File: src/sv/ssc_pkg.sv
// Package with shared types, constants and the Salsa quarter-round helpers.
`timescale 1ns / 1ps
package ssc_pkg;

  localparam int unsigned DoubleRounds = 10;
  localparam int unsigned RoundCntW = $clog2(2 * DoubleRounds + 1);

  localparam logic [2:0] RegKeyA  = 3'd0;
  localparam logic [2:0] RegKeyB  = 3'd1;
  localparam logic [2:0] RegKeyC  = 3'd2;
  localparam logic [2:0] RegKeyD  = 3'd3;
  localparam logic [2:0] RegNonce = 3'd4;
  localparam logic [2:0] RegLong  = 3'd5;

  localparam logic [31:0] LongConst0  = 32'h25119779;
  localparam logic [31:0] LongConst1  = 32'h88040785;
  localparam logic [31:0] LongConst2  = 32'h79777765;
  localparam logic [31:0] LongConst3  = 32'h11FADE99;
  localparam logic [31:0] ShortConst0 = 32'h3C2D1E0F;
  localparam logic [31:0] ShortConst1 = 32'h78695A4B;
  localparam logic [31:0] ShortConst2 = 32'h89553421;
  localparam logic [31:0] ShortConst3 = 32'hCCBBAA79;

  typedef logic [15:0][31:0] words_t;

  typedef struct packed {
    logic load;
    logic round;
    logic odd;
    logic finish;
  } dp_cmd_t;

  function automatic logic [31:0] rotl(input logic [31:0] v, input int unsigned s);
    rotl = (v << s) | (v >> (32 - s));
  endfunction

  function automatic logic [127:0] quarter(input logic [31:0] a, input logic [31:0] b,
                                           input logic [31:0] c, input logic [31:0] d);
    logic [31:0] nb, nc, nd, na;
    nb = b ^ rotl(a + d, 7);
    nc = c ^ rotl(nb + a, 9);
    nd = d ^ rotl(nc + nb, 13);
    na = a ^ rotl(nd + nc, 18);
    quarter = {na, nb, nc, nd};
  endfunction

endpackage

File: src/sv/ssc_ctrl.sv
// Controller: block generation sequence, byte position and output handshake.
`timescale 1ns / 1ps
module ssc_ctrl import ssc_pkg::*; (
  input  logic       clk_i,
  input  logic       rst_ni,
  input  logic       cfg_we_i,
  input  logic [2:0] cfg_idx_i,
  input  logic       in_valid_i,
  input  logic       in_last_i,
  output logic       in_ready_o,
  output logic       out_valid_o,
  input  logic       out_ready_i,
  output dp_cmd_t    cmd_o,
  output logic       out_load_o,
  output logic [5:0] pos_o
);
  typedef enum logic [2:0] {
    StIdle  = 3'b001,
    StRound = 3'b010,
    StFin   = 3'b100
  } state_e;

  state_e               state_q, state_d;
  logic [RoundCntW-1:0] rnd_q, rnd_d;
  logic [5:0]           pos_q, pos_d;
  logic                 ready_q, ready_d;
  logic                 ov_q, ov_d;
  logic                 take, out_free, cfg_hit;

  assign cfg_hit    = cfg_we_i && (cfg_idx_i <= RegLong);
  assign out_free   = !ov_q || out_ready_i;
  assign in_ready_o = (state_q == StIdle) && ready_q && out_free;
  assign take       = in_valid_i && in_ready_o;
  assign out_load_o = take;
  assign pos_o      = pos_q;
  assign out_valid_o = ov_q;

  always_comb begin
    state_d = state_q;
    rnd_d   = rnd_q;
    pos_d   = pos_q;
    ready_d = ready_q;
    ov_d    = ov_q;
    cmd_o   = '0;
    if (ov_q && out_ready_i) begin
      ov_d = 1'b0;
    end
    unique case (state_q)
      StIdle: begin
        if (!ready_q && in_valid_i && !cfg_we_i) begin
          cmd_o.load = 1'b1;
          rnd_d      = '0;
          state_d    = StRound;
        end else if (take) begin
          ov_d  = 1'b1;
          pos_d = pos_q + 6'd1;
          if (pos_q == 6'd63 || in_last_i) begin
            ready_d = 1'b0;
            pos_d   = '0;
          end
        end
      end
      StRound: begin
        cmd_o.round = 1'b1;
        cmd_o.odd   = rnd_q[0];
        rnd_d       = rnd_q + 1'b1;
        if (rnd_q == RoundCntW'(2 * DoubleRounds - 1)) begin
          state_d = StFin;
        end
      end
      StFin: begin
        cmd_o.finish = 1'b1;
        ready_d      = 1'b1;
        pos_d        = '0;
        state_d      = StIdle;
      end
      default: state_d = StIdle;
    endcase
    if (cfg_hit) begin
      ready_d = 1'b0;
      pos_d   = '0;
    end
  end

  always_ff @(posedge clk_i or negedge rst_ni) begin
    if (!rst_ni) begin
      state_q <= StIdle;
      rnd_q   <= '0;
      pos_q   <= '0;
      ready_q <= 1'b0;
      ov_q    <= 1'b0;
    end else begin
      state_q <= state_d;
      rnd_q   <= rnd_d;
      pos_q   <= pos_d;
      ready_q <= ready_d;
      ov_q    <= ov_d;
    end
  end
endmodule

File: config.mk
export PLATFORM = sky130hd
export DESIGN_NAME = ssc_ctrl
export DESIGN_NICKNAME = d
export VERILOG_FILES = /design/src/sv/ssc_pkg.sv /design/src/sv/ssc_ctrl.sv
export SDC_FILE = /design/constraint.sdc
export NUM_CORES = 1
export LEC_CHECK = 0
export ABC_AREA = 0
export BUFFER_PORTS_ARGS = -buffer_cell sky130_fd_sc_hd__clkbuf_2
export CAP_MARGIN = 20
export CORE_MARGIN = 5
export CORE_UTILIZATION = 48
export DETAILED_ROUTE_END_ITERATION = 8
export PLACE_DENSITY = 0.72
export SLEW_MARGIN = 20
export SYNTH_ARGS = -nofsm -noshare
export SYNTH_HDL_FRONTEND = slang
export SYNTH_SLANG_ARGS = --single-unit
File: constraint.sdc
create_clock -name clk_i -period 3.49 [get_ports clk_i]
set_clock_uncertainty 0.2 [all_clocks]
set_input_delay 0.698 -clock clk_i [delete_from_list [all_inputs] [get_ports clk_i]]
set_output_delay 0.698 -clock clk_i [all_outputs]
set_load 0.01 [all_outputs]
# Yosys cells after proc, flatten, opt, wreduce, memory -nomap -nowiden
# Index checks and enable logic that the tools add are counted.
# totals
input_bits	9
out_inout_bits	13
ff_bits	16
elab_cells	59
# op_classes
n_eq_ne	10
muxes	23
n_lt_le_gt_ge	1
add_sub_neg	2
n_reduce_logical	18
# ops
cell	count
$mux W6	4
$pmux W6 S2	1
$mux W1	11
$pmux W5 S2	1
$logic_and A1 B1 Y1	7
$add A6 B1 Y6 const B	1
$eq A6 B6 Y1 const B	1
$mux W3	2
$ne A3 B3 Y1 const B	2
$pmux W3 S2	1
$add A5 B1 Y5 const B	1
$eq A5 B5 Y1 const B	1
$mux W5	1
$reduce_and A2 Y1	2
$reduce_and A4 Y1	1
$eq A3 B1 Y1 const B	1
$eq A3 B2 Y1 const B	1
$eq A3 B3 Y1 const B	1
$le A3 B3 Y1 const B	1
$logic_not A1 Y1	3
$ne A3 B2 Y1 const B	1
$reduce_and A3 Y1	1
$reduce_bool A3 Y1	1
$logic_or A1 B1 Y1	2
5 further kinds	5

# Depth between registers and ports, before layout
# depth
word_depth	8
ltp_mapped	6

# Least setup slack after synthesis
# Ideal clock, no wire load.
# synth_timing
path_kind	input port to output port
start	input port out_ready_i
end	output port in_ready_o
setup_slack_ns	1.205
required_time_ns	2.592
n_path_buf	0
t_arrival_ns	1.387
cell_stages	3
path_cell_list	nand2b_1 nand2_1 nor4b_1
# synth_between
elab_chain_len	2
# synth_rtl
element	line	text
from (decl)	ssc_ctrl.sv:12	input logic out_ready_i,
$logic_or A1 B1 Y1	ssc_ctrl.sv:31	assign out_free = !ov_q || out_ready_i;
$logic_and A1 B1 Y1	ssc_ctrl.sv:32	assign in_ready_o = (state_q == StIdle) && ready_q && out_free;
to (decl)	ssc_ctrl.sv:10	output logic in_ready_o,
# No other way between the ends.

==> results.json <==
{
  "cp_top_family": "simple AND/OR/NAND/NOR gates",
  "layout_min_cycle_time_ns": 2.69,
  "startpoint_type": "flip-flop",
  "grt_max_degree": 17,
  "worstSetupPathType": "reg2out",
  "clock_latency_ns": 0.29,
  "max_cap_viol_count": 0,
  "met1_usage_pct": 17.7,
  "yosysMostFrequentCell": "dfrtp_1",
  "die_area_mm2": 0.00277,
  "worst_ep_required_time_ns": 2.59,
  "syn_area_um2": 871,
  "dr.pass1.iters": 4,
  "num_rows": 15,
  "async_reset_ff_share_pct": 100,
  "final_layout_size_suffix_gt1_share_pct": 25.5,
  "busiest_layer": "met2",
  "worst_slew_pin_slew_ns": 0.521,
  "cts_tree": "yes",
  "area_growth_pct": 17.8,
  "path_buf_inv": 1,
  "synth.area.top_cells": "dfrtp_1 (43%), o21ai_0 (5.2%), nand2_1 (4.3%)",
  "min_path_type": "in2async",
  "max_freq_ghz": 0.371,
  "drt_iter0_markers": 16,
  "dp.cells": 131,
  "wl_per_cell_um": 13.2,
  "die_h_um": 52.6,
  "htree_levels": 1,
  "antennaDiodeCount": 0,
  "rsz0062_at_grt": "false",
  "viasPerCell": 5.41,
  "yosysUniqueCellTypes": 36,
  "power_mw": 0.387,
  "grt_pass1_wl_um": 3020,
  "cts.path.max_buffers": 2,
  "fin_crit_sh_pct": 77.2,
  "slowest_delay_ns": 0.57,
  "drc": 0,
  "final_nets": 122,
  "root_buffer": "clkbuf_4",
  "synth_nets": 99,
  "cp_slowest_cell": "dfstp_2",
  "cts_hold_buffers": 0,
  "ys_seq_elements": 16,
  "worstPathArrival_ns": 1.79,
  "whs_ns": 0.112,
  "grt_use_met3_pct": 3.70,
  "core_area_mm2": 0.00173,
  "end_kind": "output pin",
  "irDropWorstVdd_v": 0.000229,
  "wl_um": 1790,
  "grt_pass1_vias": 714,
  "setup_tns_ns": 0,
  "initial_utilization_pct": 50.4,
  "grt_use_met2_pct": 25.2,
  "antenna_found_initial": 0,
  "grt-ovfl-total": 0,
  "power_density_mw_per_mm2": 378,
  "cts.repair.resized": 0,
  "clk_pin_slew_worst_paths_ns": 0.10,
  "grt_use_total_pct": 14.9,
  "syn_area_per_cell_um2": 9.90,
  "die_x_um": 52.6,
  "hpwl_um": 1370,
  "crit_path_max_fanout": 6,
  "status": "complete, no violations",
  "maxSlewHeadroom_pct": 65.1,
  "synth_top_area_cell": "dfrtp_1",
  "ant_nets": 0,
  "finalSetupViolations": 0,
  "hold_viol": 0,
  "vias": 730,
  "ys_warn_count": 0,
  "ys.flop_type": "dfrtp_1",
  "port-buffer-count": 20,
  "ioPinCount": 22,
  "p_leak_nw": 0.494,
  "gp_congestion": 0.798,
  "ys_seq_area_share_pct": 46.1,
  "maxSlewViolCount": 0,
  "cts_setup_buffers": 0,
  "synth_cells": 88,
  "cp_cell_sequence": "nor4bb_4, and2_0, clkbuf_2",
  "synth_top_area_share_pct": 43.1,
  "cts_buffers": 3,
  "synth_edf_count": 0,
  "finish.utilization_pct": 59.4,
  "finalNonFillerCells": 135,
  "cts.sinks": 16,
  "synthTopCellsByCount": "dfrtp_1 (15), nand2_1 (10), o21ai_0 (9)"
}
registers in the layout, summed over array words and instances, names as in the netlist:
name	cells
ready_q	1
rnd_q	5
pos_o	6
state_q	3
out_valid_o	1
layout by cell type, fill, tap and decap left out, types with 2 or more instances in the layout:
cell	instances
a31oi_1	2
and2_1	2
clkbuf_2	20
clkbuf_4	3
dfrtp_1	15
ha_1	2
inv_1	5
nand2_1	10
nand2b_1	4
nand3_1	6
nor2_1	2
nor4_1	2
o21ai_0	9
o21ai_1	2
o22ai_1	3
xor2_1	2
logic make-up after synthesis:
family          Yosys count  share of synthesized area, %
compound gates           23                          18.2
simple gates             37                          26.0
mux                       1                          1.15
fa+ha+maj                 2                          2.87
flops                    16                          46.1
xor+xnor                  2                          2.01
buf+inv                   7                          3.59
metal layers:
| layer | vias up | share of wire [%] |
|---|---|---|
| met4 | 0 | 1.5 |
| met3 | 4 | 6.6 |
| met1 | 342 | 46 |
| li1 | 363 | - |
| met2 | 21 | 46 |
| met5 | - | 0 |
layout make-up:
type                    count  area [um2]
repair buffers             20         100
clock buffers               4        36.3
fillers                   158         701
inverters                   5        18.8
multi-input cells          65         438
flip-flops and latches     16         402
well taps                  25        31.3
report_power, final:
group / switching [mW] / internal, mW
Sequential: 0.0124 / 0.197
Combinational: 0.0282 / 0.0236
Clock: 0.0626 / 0.0636
worst paths after layout:
| kind | from | to | slack (ns) | cells after the start |
|---|---|---|---|---|
| min reg2reg | pos_o[0]$_DFFE_PN0P_ | pos_o[0]$_DFFE_PN0P_ | 0.34 | 1 |
| max reg2reg | state_q[0]$_DFFE_PN1P_ | pos_o[4]$_DFFE_PN0P_ | 1.65 | 4 |
| min in group clk_i | pos_o[0]$_DFFE_PN0P_ | pos_o[0]$_DFFE_PN0P_ | 0.34 | 1 |
| max | state_q[0]$_DFFE_PN1P_ | cmd_o[3] | 0.80 | 3 |
| min | rst_ni | rnd_q[2]$_DFFE_PN0P_ | 0.11 | 1 |
| max in group asynchronous | rst_ni | state_q[0]$_DFFE_PN1P_ | 2.66 | 1 |
through the flow:
step | setup slack (ns) | instance area (um2)
2_1_floorplan | 1.20 | 871
3_3_place_gp | 0.846 | 990
3_5_place_dp | 0.792 | 990
4_1_cts | 0.762 | 1030
5_1_grt | 0.672 | 1030
6_report | 0.797 | 1030
Note: power is estimated with default switching activity, not from simulation.
